File: src/rtl/uart_reply_framer_init_sequencer_top_macros.svh
// assertion macros shared by the reply framer and init sequencer rtl
// expects i_clk and i_rst_n in the scope of every use
`ifndef UART_REPLY_FRAMER_INIT_SEQUENCER_TOP_MACROS_SVH
`define UART_REPLY_FRAMER_INIT_SEQUENCER_TOP_MACROS_SVH

`ifndef SYNTHESIS

`define URF_ASSERT_SAME(label, ante, cons) \
    label: assert property (@(posedge i_clk) disable iff (!i_rst_n) (ante) |-> (cons)) \
        else $error("same-cycle check failed");

`define URF_ASSERT_NEXT(label, ante, cons) \
    label: assert property (@(posedge i_clk) disable iff (!i_rst_n) (ante) |=> (cons)) \
        else $error("next-cycle check failed");

`else

`define URF_ASSERT_SAME(label, ante, cons)

`define URF_ASSERT_NEXT(label, ante, cons)

`endif

`endif

File: src/rtl/urf_pkg.sv
// types and constants for the reply framer and init sequencer
// no dependencies
`default_nettype none

package urf_pkg;

    typedef struct packed {
        logic [1:0] op;
        logic [7:0] rx_byte;
    } t_in_item;

    typedef struct packed {
        logic       frame_end;
        logic       reply_accepted;
        logic [2:0] command_issued;
        logic [2:0] sequence_step;
        logic       data_mode;
    } t_out_item;

    typedef struct packed {
        logic frame_end;
        logic reply_accepted;
    } t_frame_evt;

    typedef struct packed {
        logic [2:0] command_issued;
        logic [2:0] sequence_step;
        logic       data_mode;
    } t_seq_res;

    localparam logic [1:0] OP_BYTE       = 2'd0;
    localparam logic [1:0] OP_START_COLD = 2'd1;
    localparam logic [1:0] OP_START_WARM = 2'd2;

    localparam logic [2:0] CMD_IDLE     = 3'd0;
    localparam logic [2:0] CMD_ENTER    = 3'd1;
    localparam logic [2:0] CMD_DUMP     = 3'd2;
    localparam logic [2:0] CMD_GET_NAME = 3'd3;
    localparam logic [2:0] CMD_VERSION  = 3'd4;
    localparam logic [2:0] CMD_SET_SVC  = 3'd5;
    localparam logic [2:0] CMD_RESTART  = 3'd6;

    localparam logic [7:0] CH_GT      = 8'h3E;
    localparam logic [7:0] CH_PERCENT = 8'h25;
    localparam logic [7:0] CH_NUL     = 8'h00;

    localparam logic [1:0] PROMPT_LAST = 2'd3;
    localparam logic [2:0] REBOOT_LAST = 3'd5;

    function automatic logic [7:0] prompt_char(input logic [1:0] idx);
        logic [7:0] ch;
        case (idx)
            2'd0: ch = 8'h43;
            2'd1: ch = 8'h4D;
            2'd2: ch = 8'h44;
            default: ch = 8'h3E;
        endcase
        return ch;
    endfunction

    function automatic logic [7:0] reboot_char(input logic [2:0] idx);
        logic [7:0] ch;
        case (idx)
            3'd0: ch = 8'h52;
            3'd1: ch = 8'h45;
            3'd2: ch = 8'h42;
            3'd3: ch = 8'h4F;
            3'd4: ch = 8'h4F;
            3'd5: ch = 8'h54;
            default: ch = 8'h52;
        endcase
        return ch;
    endfunction

endpackage

`default_nettype wire

File: src/rtl/uart_reply_framer_init_sequencer_top.sv
// top level of the uart reply framer and init sequencer
// depends on urf_pkg, urf_framer, urf_sequencer and the macros header
//
//  channel | direction | payload     | handshake
//  in      | input     | t_in_item   | i_in_valid / o_in_stall
//  out     | output    | t_out_item  | o_out_valid / i_out_stall
//
// one item per cycle sustained while the output is not stalled; a result
// item is valid from the edge that loads the output register, and framing
// and chain state update in one pass between input and output registers
// i_rst_n is synchronous and clears the state and both valid flags
// a stalled output holds the input register, and the input stalls in turn
`default_nettype none

module uart_reply_framer_init_sequencer_top #(
    parameter int FRAME_BYTES = 256
) (
    input  wire                     i_clk,
    input  wire                     i_rst_n,
    input  wire                     i_in_valid,
    output logic                    o_in_stall,
    input  wire urf_pkg::t_in_item  i_in_item,
    output logic                    o_out_valid,
    input  wire                     i_out_stall,
    output urf_pkg::t_out_item      o_out_item
);
    import urf_pkg::*;

    logic       r_in_valid;
    t_in_item   r_in_item;
    logic       r_out_valid;
    t_out_item  r_out_item;
    t_out_item  n_out_item;
    logic       fire;
    t_frame_evt evt;
    t_seq_res   res;

    assign fire       = r_in_valid && (!r_out_valid || !i_out_stall);
    assign o_in_stall = r_in_valid && !fire;

    urf_framer #(
        .FRAME_BYTES (FRAME_BYTES)
    ) u_framer (
        .i_clk   (i_clk),
        .i_rst_n (i_rst_n),
        .i_fire  (fire),
        .i_item  (r_in_item),
        .o_evt   (evt)
    );

    urf_sequencer u_seq (
        .i_clk   (i_clk),
        .i_rst_n (i_rst_n),
        .i_fire  (fire),
        .i_op    (r_in_item.op),
        .i_evt   (evt),
        .o_res   (res)
    );

    always_comb begin
        n_out_item.frame_end      = evt.frame_end;
        n_out_item.reply_accepted = evt.reply_accepted;
        n_out_item.command_issued = res.command_issued;
        n_out_item.sequence_step  = res.sequence_step;
        n_out_item.data_mode      = res.data_mode;
    end

    always_ff @(posedge i_clk) begin
        if (!i_rst_n) begin
            r_in_valid  <= 1'b0;
            r_out_valid <= 1'b0;
        end else begin
            if (!o_in_stall) begin
                r_in_valid <= i_in_valid;
            end
            if (fire) begin
                r_out_valid <= 1'b1;
            end else if (!i_out_stall) begin
                r_out_valid <= 1'b0;
            end
        end
    end

    always_ff @(posedge i_clk) begin
        if (!o_in_stall && i_in_valid) begin
            r_in_item <= i_in_item;
        end
        if (fire) begin
            r_out_item <= n_out_item;
        end
    end

    assign o_out_valid = r_out_valid;
    assign o_out_item  = r_out_item;

`include "uart_reply_framer_init_sequencer_top_macros.svh"

    `URF_ASSERT_SAME(a_acc_needs_end, r_out_valid && r_out_item.reply_accepted,
        r_out_item.frame_end)
    `URF_ASSERT_SAME(a_issue_is_step,
        r_out_valid && (r_out_item.command_issued != CMD_IDLE),
        r_out_item.sequence_step == r_out_item.command_issued)

endmodule

`default_nettype wire

File: src/rtl/urf_framer.sv
// reply framer: byte count, percent tracking and prompt/reboot text match
// depends on urf_pkg
`default_nettype none

module urf_framer #(
    parameter int FRAME_BYTES = 256
) (
    input  wire                      i_clk,
    input  wire                      i_rst_n,
    input  wire                      i_fire,
    input  wire urf_pkg::t_in_item   i_item,
    output urf_pkg::t_frame_evt      o_evt
);
    import urf_pkg::*;

    localparam int POS_W = $clog2(FRAME_BYTES);
    localparam logic [POS_W-1:0] POS_LIMIT = POS_W'(FRAME_BYTES - 1);

    logic [POS_W-1:0] r_pos, n_pos;
    logic             r_pct, n_pct;
    logic [1:0]       r_pm, n_pm;
    logic [2:0]       r_rm, n_rm;
    logic             r_pf, n_pf;
    logic             r_rf, n_rf;
    logic             r_nul, n_nul;

    logic [POS_W-1:0] pos_inc;
    logic [1:0]       m_pm;
    logic [2:0]       m_rm;
    logic             m_pf, m_rf, m_nul;
    logic             is_byte, fend;
    logic [7:0]       b;

    assign b       = i_item.rx_byte;
    assign is_byte = (i_item.op == OP_BYTE);
    assign pos_inc = r_pos + POS_W'(1);
    assign fend    = (b == CH_GT) || ((b == CH_PERCENT) && r_pct);

    // text match on this byte, blocked after the first nul
    always_comb begin
        m_pm  = r_pm;
        m_rm  = r_rm;
        m_pf  = r_pf;
        m_rf  = r_rf;
        m_nul = r_nul;
        if (!r_nul) begin
            if (b == CH_NUL) begin
                m_nul = 1'b1;
            end else begin
                if (b == prompt_char(r_pm)) begin
                    if (r_pm == PROMPT_LAST) begin
                        m_pf = 1'b1;
                        m_pm = 2'd0;
                    end else begin
                        m_pm = r_pm + 2'd1;
                    end
                end else begin
                    m_pm = (b == prompt_char(2'd0)) ? 2'd1 : 2'd0;
                end
                if (b == reboot_char(r_rm)) begin
                    if (r_rm == REBOOT_LAST) begin
                        m_rf = 1'b1;
                        m_rm = 3'd0;
                    end else begin
                        m_rm = r_rm + 3'd1;
                    end
                end else begin
                    m_rm = (b == reboot_char(3'd0)) ? 3'd1 : 3'd0;
                end
            end
        end
    end

    always_comb begin
        n_pos = r_pos;
        n_pct = r_pct;
        n_pm  = r_pm;
        n_rm  = r_rm;
        n_pf  = r_pf;
        n_rf  = r_rf;
        n_nul = r_nul;
        o_evt.frame_end      = 1'b0;
        o_evt.reply_accepted = 1'b0;
        if (is_byte) begin
            if (fend) begin
                o_evt.frame_end      = 1'b1;
                o_evt.reply_accepted = m_pf | m_rf;
                n_pos = '0;
                n_pct = 1'b0;
                n_pm  = '0;
                n_rm  = '0;
                n_pf  = 1'b0;
                n_rf  = 1'b0;
                n_nul = 1'b0;
            end else if (pos_inc >= POS_LIMIT) begin
                // size limit restart keeps the percent flag
                n_pos = '0;
                n_pct = r_pct | (b == CH_PERCENT);
                n_pm  = '0;
                n_rm  = '0;
                n_pf  = 1'b0;
                n_rf  = 1'b0;
                n_nul = 1'b0;
            end else begin
                n_pos = pos_inc;
                n_pct = r_pct | (b == CH_PERCENT);
                n_pm  = m_pm;
                n_rm  = m_rm;
                n_pf  = m_pf;
                n_rf  = m_rf;
                n_nul = m_nul;
            end
        end
    end

    always_ff @(posedge i_clk) begin
        if (!i_rst_n) begin
            r_pos <= '0;
            r_pct <= 1'b0;
            r_pm  <= '0;
            r_rm  <= '0;
            r_pf  <= 1'b0;
            r_rf  <= 1'b0;
            r_nul <= 1'b0;
        end else if (i_fire) begin
            r_pos <= n_pos;
            r_pct <= n_pct;
            r_pm  <= n_pm;
            r_rm  <= n_rm;
            r_pf  <= n_pf;
            r_rf  <= n_rf;
            r_nul <= n_nul;
        end
    end

`include "uart_reply_framer_init_sequencer_top_macros.svh"

    `URF_ASSERT_SAME(a_pos_below_limit, 1'b1, r_pos < POS_LIMIT)
    `URF_ASSERT_SAME(a_reboot_prog_range, 1'b1, r_rm <= REBOOT_LAST)

endmodule

`default_nettype wire

File: src/rtl/urf_sequencer.sv
// start-up command chain stepped by accepted replies and start events
// depends on urf_pkg
`default_nettype none

module urf_sequencer (
    input  wire                       i_clk,
    input  wire                       i_rst_n,
    input  wire                       i_fire,
    input  wire  [1:0]                i_op,
    input  wire urf_pkg::t_frame_evt  i_evt,
    output urf_pkg::t_seq_res         o_res
);
    import urf_pkg::*;

    logic [2:0] r_await, n_await;
    logic       r_dmode, n_dmode;
    logic [2:0] issued;

    always_comb begin
        n_await = r_await;
        n_dmode = r_dmode;
        issued  = CMD_IDLE;
        case (i_op)
            OP_BYTE: begin
                if (i_evt.reply_accepted) begin
                    case (r_await)
                        CMD_ENTER: begin
                            n_await = CMD_DUMP;
                            issued  = CMD_DUMP;
                        end
                        CMD_DUMP: begin
                            n_await = CMD_GET_NAME;
                            issued  = CMD_GET_NAME;
                        end
                        CMD_GET_NAME: begin
                            n_await = CMD_VERSION;
                            issued  = CMD_VERSION;
                        end
                        CMD_VERSION: begin
                            n_await = CMD_SET_SVC;
                            issued  = CMD_SET_SVC;
                        end
                        CMD_SET_SVC: begin
                            n_await = CMD_RESTART;
                            issued  = CMD_RESTART;
                        end
                        CMD_RESTART: begin
                            n_await = CMD_IDLE;
                            n_dmode = 1'b1;
                        end
                        default: begin
                            n_await = CMD_IDLE;
                        end
                    endcase
                end
            end
            OP_START_COLD: begin
                n_await = CMD_ENTER;
                issued  = CMD_ENTER;
            end
            OP_START_WARM: begin
                n_await = CMD_DUMP;
                issued  = CMD_DUMP;
            end
            default: begin
                n_await = r_await;
            end
        endcase
    end

    assign o_res.command_issued = issued;
    assign o_res.sequence_step  = n_await;
    assign o_res.data_mode      = n_dmode;

    always_ff @(posedge i_clk) begin
        if (!i_rst_n) begin
            r_await <= CMD_IDLE;
            r_dmode <= 1'b0;
        end else if (i_fire) begin
            r_await <= n_await;
            r_dmode <= n_dmode;
        end
    end

`include "uart_reply_framer_init_sequencer_top_macros.svh"

    `URF_ASSERT_NEXT(a_dmode_sticky, r_dmode, r_dmode)
    `URF_ASSERT_SAME(a_await_no_spare, 1'b1, r_await != 3'd7)

endmodule

`default_nettype wire
File: config.mk
export PLATFORM = sky130hd
export DESIGN_NAME = uart_reply_framer_init_sequencer_top
export DESIGN_NICKNAME = d
export VERILOG_FILES = /design/src/rtl/urf_pkg.sv /design/src/rtl/uart_reply_framer_init_sequencer_top.sv /design/src/rtl/urf_framer.sv /design/src/rtl/urf_sequencer.sv
export VERILOG_INCLUDE_DIRS = /design/src /design/src/rtl
export SDC_FILE = /design/constraint.sdc
export NUM_CORES = 1
export LEC_CHECK = 0
export BUFFER_PORTS_ARGS = -buffer_cell sky130_fd_sc_hd__buf_4
export CELL_PAD_IN_SITES_DETAIL_PLACEMENT = 2
export CELL_PAD_IN_SITES_GLOBAL_PLACEMENT = 2
export CORE_MARGIN = 1.5
export CORE_UTILIZATION = 37
export CTS_CLUSTER_DIAMETER = 150
export DETAILED_ROUTE_END_ITERATION = 10
export PLACE_DENSITY = 0.89
export SLEW_MARGIN = 20
export SYNTH_ARGS = -nofsm -noshare
export SYNTH_HDL_FRONTEND = slang
export SYNTH_HIERARCHICAL = 1
export SYNTH_SLANG_ARGS = --single-unit
File: constraint.sdc
create_clock -name i_clk -period 3.8 [get_ports i_clk]
set_input_delay 0.57 -clock i_clk [delete_from_list [all_inputs] [get_ports i_clk]]
set_output_delay 0.57 -clock i_clk [all_outputs]
set_load 0.05 [all_outputs]
-- After elaboration in Yosys (flattened, before gate mapping)
Index checks and enable logic that the tools add are counted.
Widths: inputs -> output; s select.
- flip-flop bits (word level): 42
- word-level logic and storage cells: 116
- multiplexer cells: 51
- $add $sub $neg: 3
- $lt $le $gt $ge: 1
- eq/ne operators: 25
- reductions and logical operators: 16
- bitwise gates (word level): 2
- operators with widths (kind ; count):
    $mux 8 ; 6
    $mux 1 ; 25
    $mux 3 ; 8
    $pmux 7 s3 ; 1
    $pmux 5 s4 ; 1
    $pmux 3 s3 ; 2
    $eq 8x6->1 const B ; 2
    $eq 8x7->1 const B ; 2
    $eq 8x8->1 ; 2
    $eq 3x3->1 const B ; 5
    $pmux 3 s5 ; 1
    $mux 2 ; 7
    $eq 3x2->1 const B ; 4
    $add 8x1->8 const B ; 1
    $ge 8x8->1 const B ; 1
    $logic_not 8->1 ; 1
    $eq 2x2->1 const B ; 3
    $eq 3x1->1 const B ; 2
    $eq 2x1->1 const B ; 2
    $logic_and 1x1->1 ; 4
    $logic_not 1->1 ; 4
    $logic_not 2->1 ; 2
    $reduce_and 4->1 ; 1
    $add 3x1->3 const B ; 1
    8 further kinds ; 10

-- Depth between registers and ports, before layout
- depth after elaboration: 14
- mapped depth: 12
- mapped depth without buffers: 11

-- Cells and area by module
Netlist, hierarchy kept.
- modules (own cells, without submodules) (module ; cells each ; sequential area each (µm²) ; instances ; area each (µm²)):
    urf_framer ; 185 ; 340.3 ; 1 ; 1433.9
    uart_reply_framer_init_sequencer_top ; 27 ; 610.6 ; 1 ; 654.4
    urf_sequencer ; 47 ; 80.1 ; 1 ; 351.6

-- Least setup slack after synthesis
No wires, ideal clock.
- path type: input port to flip-flop
- from: input i_out_stall
- to: register u_framer.r_pct
- arrival time: 2.551 ns
- stages: 4
- buffers on the path: 1
- required time: 3.681 ns
- setup slack: 1.130 ns
- library setup time: 0.119 ns
- cell sequence: a21boi_0 nand2_1 clkbuf_1 o221a_2
- longest elaborated chain between the ends: 4
- RTL lines (what ; RTL line ; RTL):
    from (decl) ; uart_reply_framer_init_sequencer_top.sv:24 ; input wire i_out_stall,
    $logic_not 1->1 ; - ;
    $logic_or 1x1->1 ; uart_reply_framer_init_sequencer_top.sv:38 ; assign fire = r_in_valid && (!r_out_valid || !i_out_stall);
    $logic_and 1x1->1 ; uart_reply_framer_init_sequencer_top.sv:38 ;
    $reduce_and 2->1 (no line) ; - ;
    to (signal assigned) ; urf_framer.sv:127 ; r_pct <= n_pct;
    to (decl) ; urf_framer.sv:20 ; logic r_pct, n_pct;
No other way between the ends.
A chain may end at the register's enable or synchronous reset.

==> qor.yml <==
outcome:
  status: "completed"
cells_and_area:
  area_growth_pct: 11.3
  drive_gt1_share_pct: 16.1
  antennaDiodeCount: 0
  final_core_util_pct: 42.8
  fin_area_um2: 2720
  instances_no_fill: 351
  fillers: 692
  nets: 293
critical_path:
  crit_type: "reg2reg"
  end_kind: "register"
  cp.required_ns: 3.83
  r2r_start: "u_framer/r_pm[0]"
  crit-reg2reg-capture: "o_out_item[2]"
  cp.arrival_ns: 3.27
  crit_fanout: 10
  reg2regPathDepth: 11
  start_kind: "register"
  rrSetupSlack_ns: 0.57
clock_tree:
  cts_tree: "done"
  htreeDepth: 2
  ctsHoldBuffers: 0
  cts.path.max_buffers: 2
  insertion_delay_ns: 0.30
  post_cts.repair.setup_buffers: 0
  numCtsBuffers: 5
  cts_root_buf: "clkbuf_8"
  path_clk_slew_ns: 0.08
  numClockSinks: 42
  post_cts_resized: 0
synth:
  synth_top_area_cell: "edfxtp_1"
  synth-main-ff-cell: "dfxtp_1"
  syn_area_per_cell_um2: 9.42
  synth_area_leaders: "edfxtp_1, dfxtp_1, nand2_1"
  yosysTopAreaCellShare_pct: 23.4
  ys_ff_latch: 42
  synthDistinctLibCells: 59
  syn_nets: 279
  yosysSeqAreaShare_pct: 42.3
  ys_warn_count: 6
  synth_cells: 259
  async_reset_ff_share_pct: 0
  syn_area_um2: 2440
  synth_most_common_cell: "nand2_1"
  yosys-top-cells-count: "nand2_1, dfxtp_1, edfxtp_1, nor2_1, a21oi_1"
  synth_edf_count: 19
detailed_routing:
  top_layer: "met4"
  route.met2.wl_um: 3600
  wl_per_cell_um: 19.8
  drt_iter0_drc: 111
  firstDrtPassIters: 4
  wirelength_um: 6930
  met3_wirelength_um: 168
  wl_met1_um: 3110
  vias_per_cell: 5.93
  drcViolationCount: 0
  postRouteAntennaNets: 0
  vias: 2080
pwr:
  p_leak_nw: 0.920
  powerDensity_nw_per_um2: 356
  power_mw: 0.967
  ir_worst_vdd_uv: 192
placed_design:
  gp_congestion: 0.780
  hpwl_um: 4910
  place_area_um2: 2610
  dp_cells: 343
  dp_slack_ns: 0.572
  numPortBuffers: 24
sta:
  rsz0062_at_grt: "false"
  period_share_pct: 85.1
  tightest_slew_ns: 0.924
  slew_violations: 0
  fin_crit_ns: 3.23
  setup_tns_ns: 0
  setup_ws_ns: 0.566
  timing.hold.ws_ns: 0.444
  max_freq_mhz: 309
  worst_clock_skew_ns: 0.00770
  hold_violations: 0
  relSlewSlack_pct: 38.3
  setup_viol: 0
grt:
  grt_pass1_vias: 2210
  antenna_found_initial: 0
  grt_usage_pct: 20.5
  grt_max_degree: 31
  grt_pass1_wl_um: 11500
  overflow: 0
run:
  cap_violations: 0
min_path:
  whs_path_depth: 1
  hold_start: "i_in_item[9]"
  holdPathEnd: "r_in_item[9]"
  hold_class: "in2reg"
floorplanning:
  dieWidth_um: 84.2
  initial_core_util_pct: 38.4
  die_area_um2: 7090
  rows: 29
  die_y_um: 84.2
  core_um2: 6350
  boundaryPins: 25
-- power breakdown --
group / switching, mW / internal, mW
clock network: 0.166 / 0.196
registers: 0.0231 / 0.489
logic: 0.0575 / 0.0352
total: 0.246 / 0.720
-- logic make-up (layout without fill, tap and decap cells) --
group	after synthesis	count (layout)	synth area share, %
multiplexers	2	2	1.03
adder cells (fa/ha/maj)	6	6	3.08
AO/OA/AOI/OAI	66	66	19.5
flip-flops	42	42	42.3
AND/OR/NAND/NOR	109	109	25.0
buffers and inverters	25	40	5.90
XOR/XNOR	9	9	3.23
-- worst max-delay path: stages, from the launching register on --
cell and delay, ns:
dfxtp_1 0.47, inv_1 0.11, ha_1 0.36, xnor2_1 0.13, or4_1 0.42, nor3_2 0.24
a31o_1 0.23, nor2_1 0.05, a21boi_1 0.50, o21ai_0 0.19, nand3_1 0.16, nand3_1 0.11
-- layout make-up --
type                            count  area [µm²]  share of cell area [%]
Tap cell                           77        96.3                    3.55
Clock buffer                        6        72.6                    2.67
Inverter                            7        26.3                   0.967
Sequential cell                    42        1030                    38.0
Multi-Input combinational cell    192        1260                    46.6
Clock inverter                      2        37.5                    1.38
Timing Repair Buffer               25         188                    6.91
-- flip-flops by register name, summed over array words and instances, names as in the netlist, 2 cells and up --
name and cells:
o_out_item 9, r_in_item 10, u_framer/r_pm 2, u_framer/r_pos 8, u_framer/r_rm 3, u_seq/r_await 3
-- placed cells by master (no fill, tap or decap), types with 6 or more instances in the layout --
| master | netlist | layout |
|---|---|---|
| buf_4 | 5 | 25 |
| a21oi_1 | 13 | 13 |
| xnor2_1 | 6 | 6 |
| o21ai_1 | 8 | 8 |
| nor2_1 | 17 | 17 |
| ha_1 | 6 | 6 |
| inv_1 | 6 | 6 |
| nand3_1 | 10 | 10 |
| o21ai_0 | 6 | 6 |
| dfxtp_1 | 23 | 23 |
| edfxtp_1 | 19 | 19 |
| nand2_1 | 25 | 25 |
| nor2b_1 | 10 | 10 |
| nor3_1 | 7 | 7 |
-- how the worst max path moves through the flow --
| stage | endpoint | from | depth (start not counted) | slack [ns] |
|---|---|---|---|---|
| floorplan | u_framer/r_pct | i_out_stall | 4 | 1.13 |
| global placement | o_out_item[3] | u_framer/r_pm[0] | 11 | 0.77 |
| detailed placement | o_out_item[2] | u_framer/r_rm[2] | 9 | 0.57 |
| CTS | o_out_item[2] | u_framer/r_pm[0] | 11 | 0.58 |
| global route | u_seq/r_dmode | u_framer/r_rm[2] | 9 | 0.28 |
| finish | o_out_item[2] | u_framer/r_pm[0] | 11 | 0.57 |
-- metal layers --
metal	GRT usage [%]	vias up
li1	-	986
met1	25.8	1054
met2	37.0	35
met3	2.85	5
met4	5.37	0
met5	0	-
No activity file was read; power rests on OpenSTA's default activity.
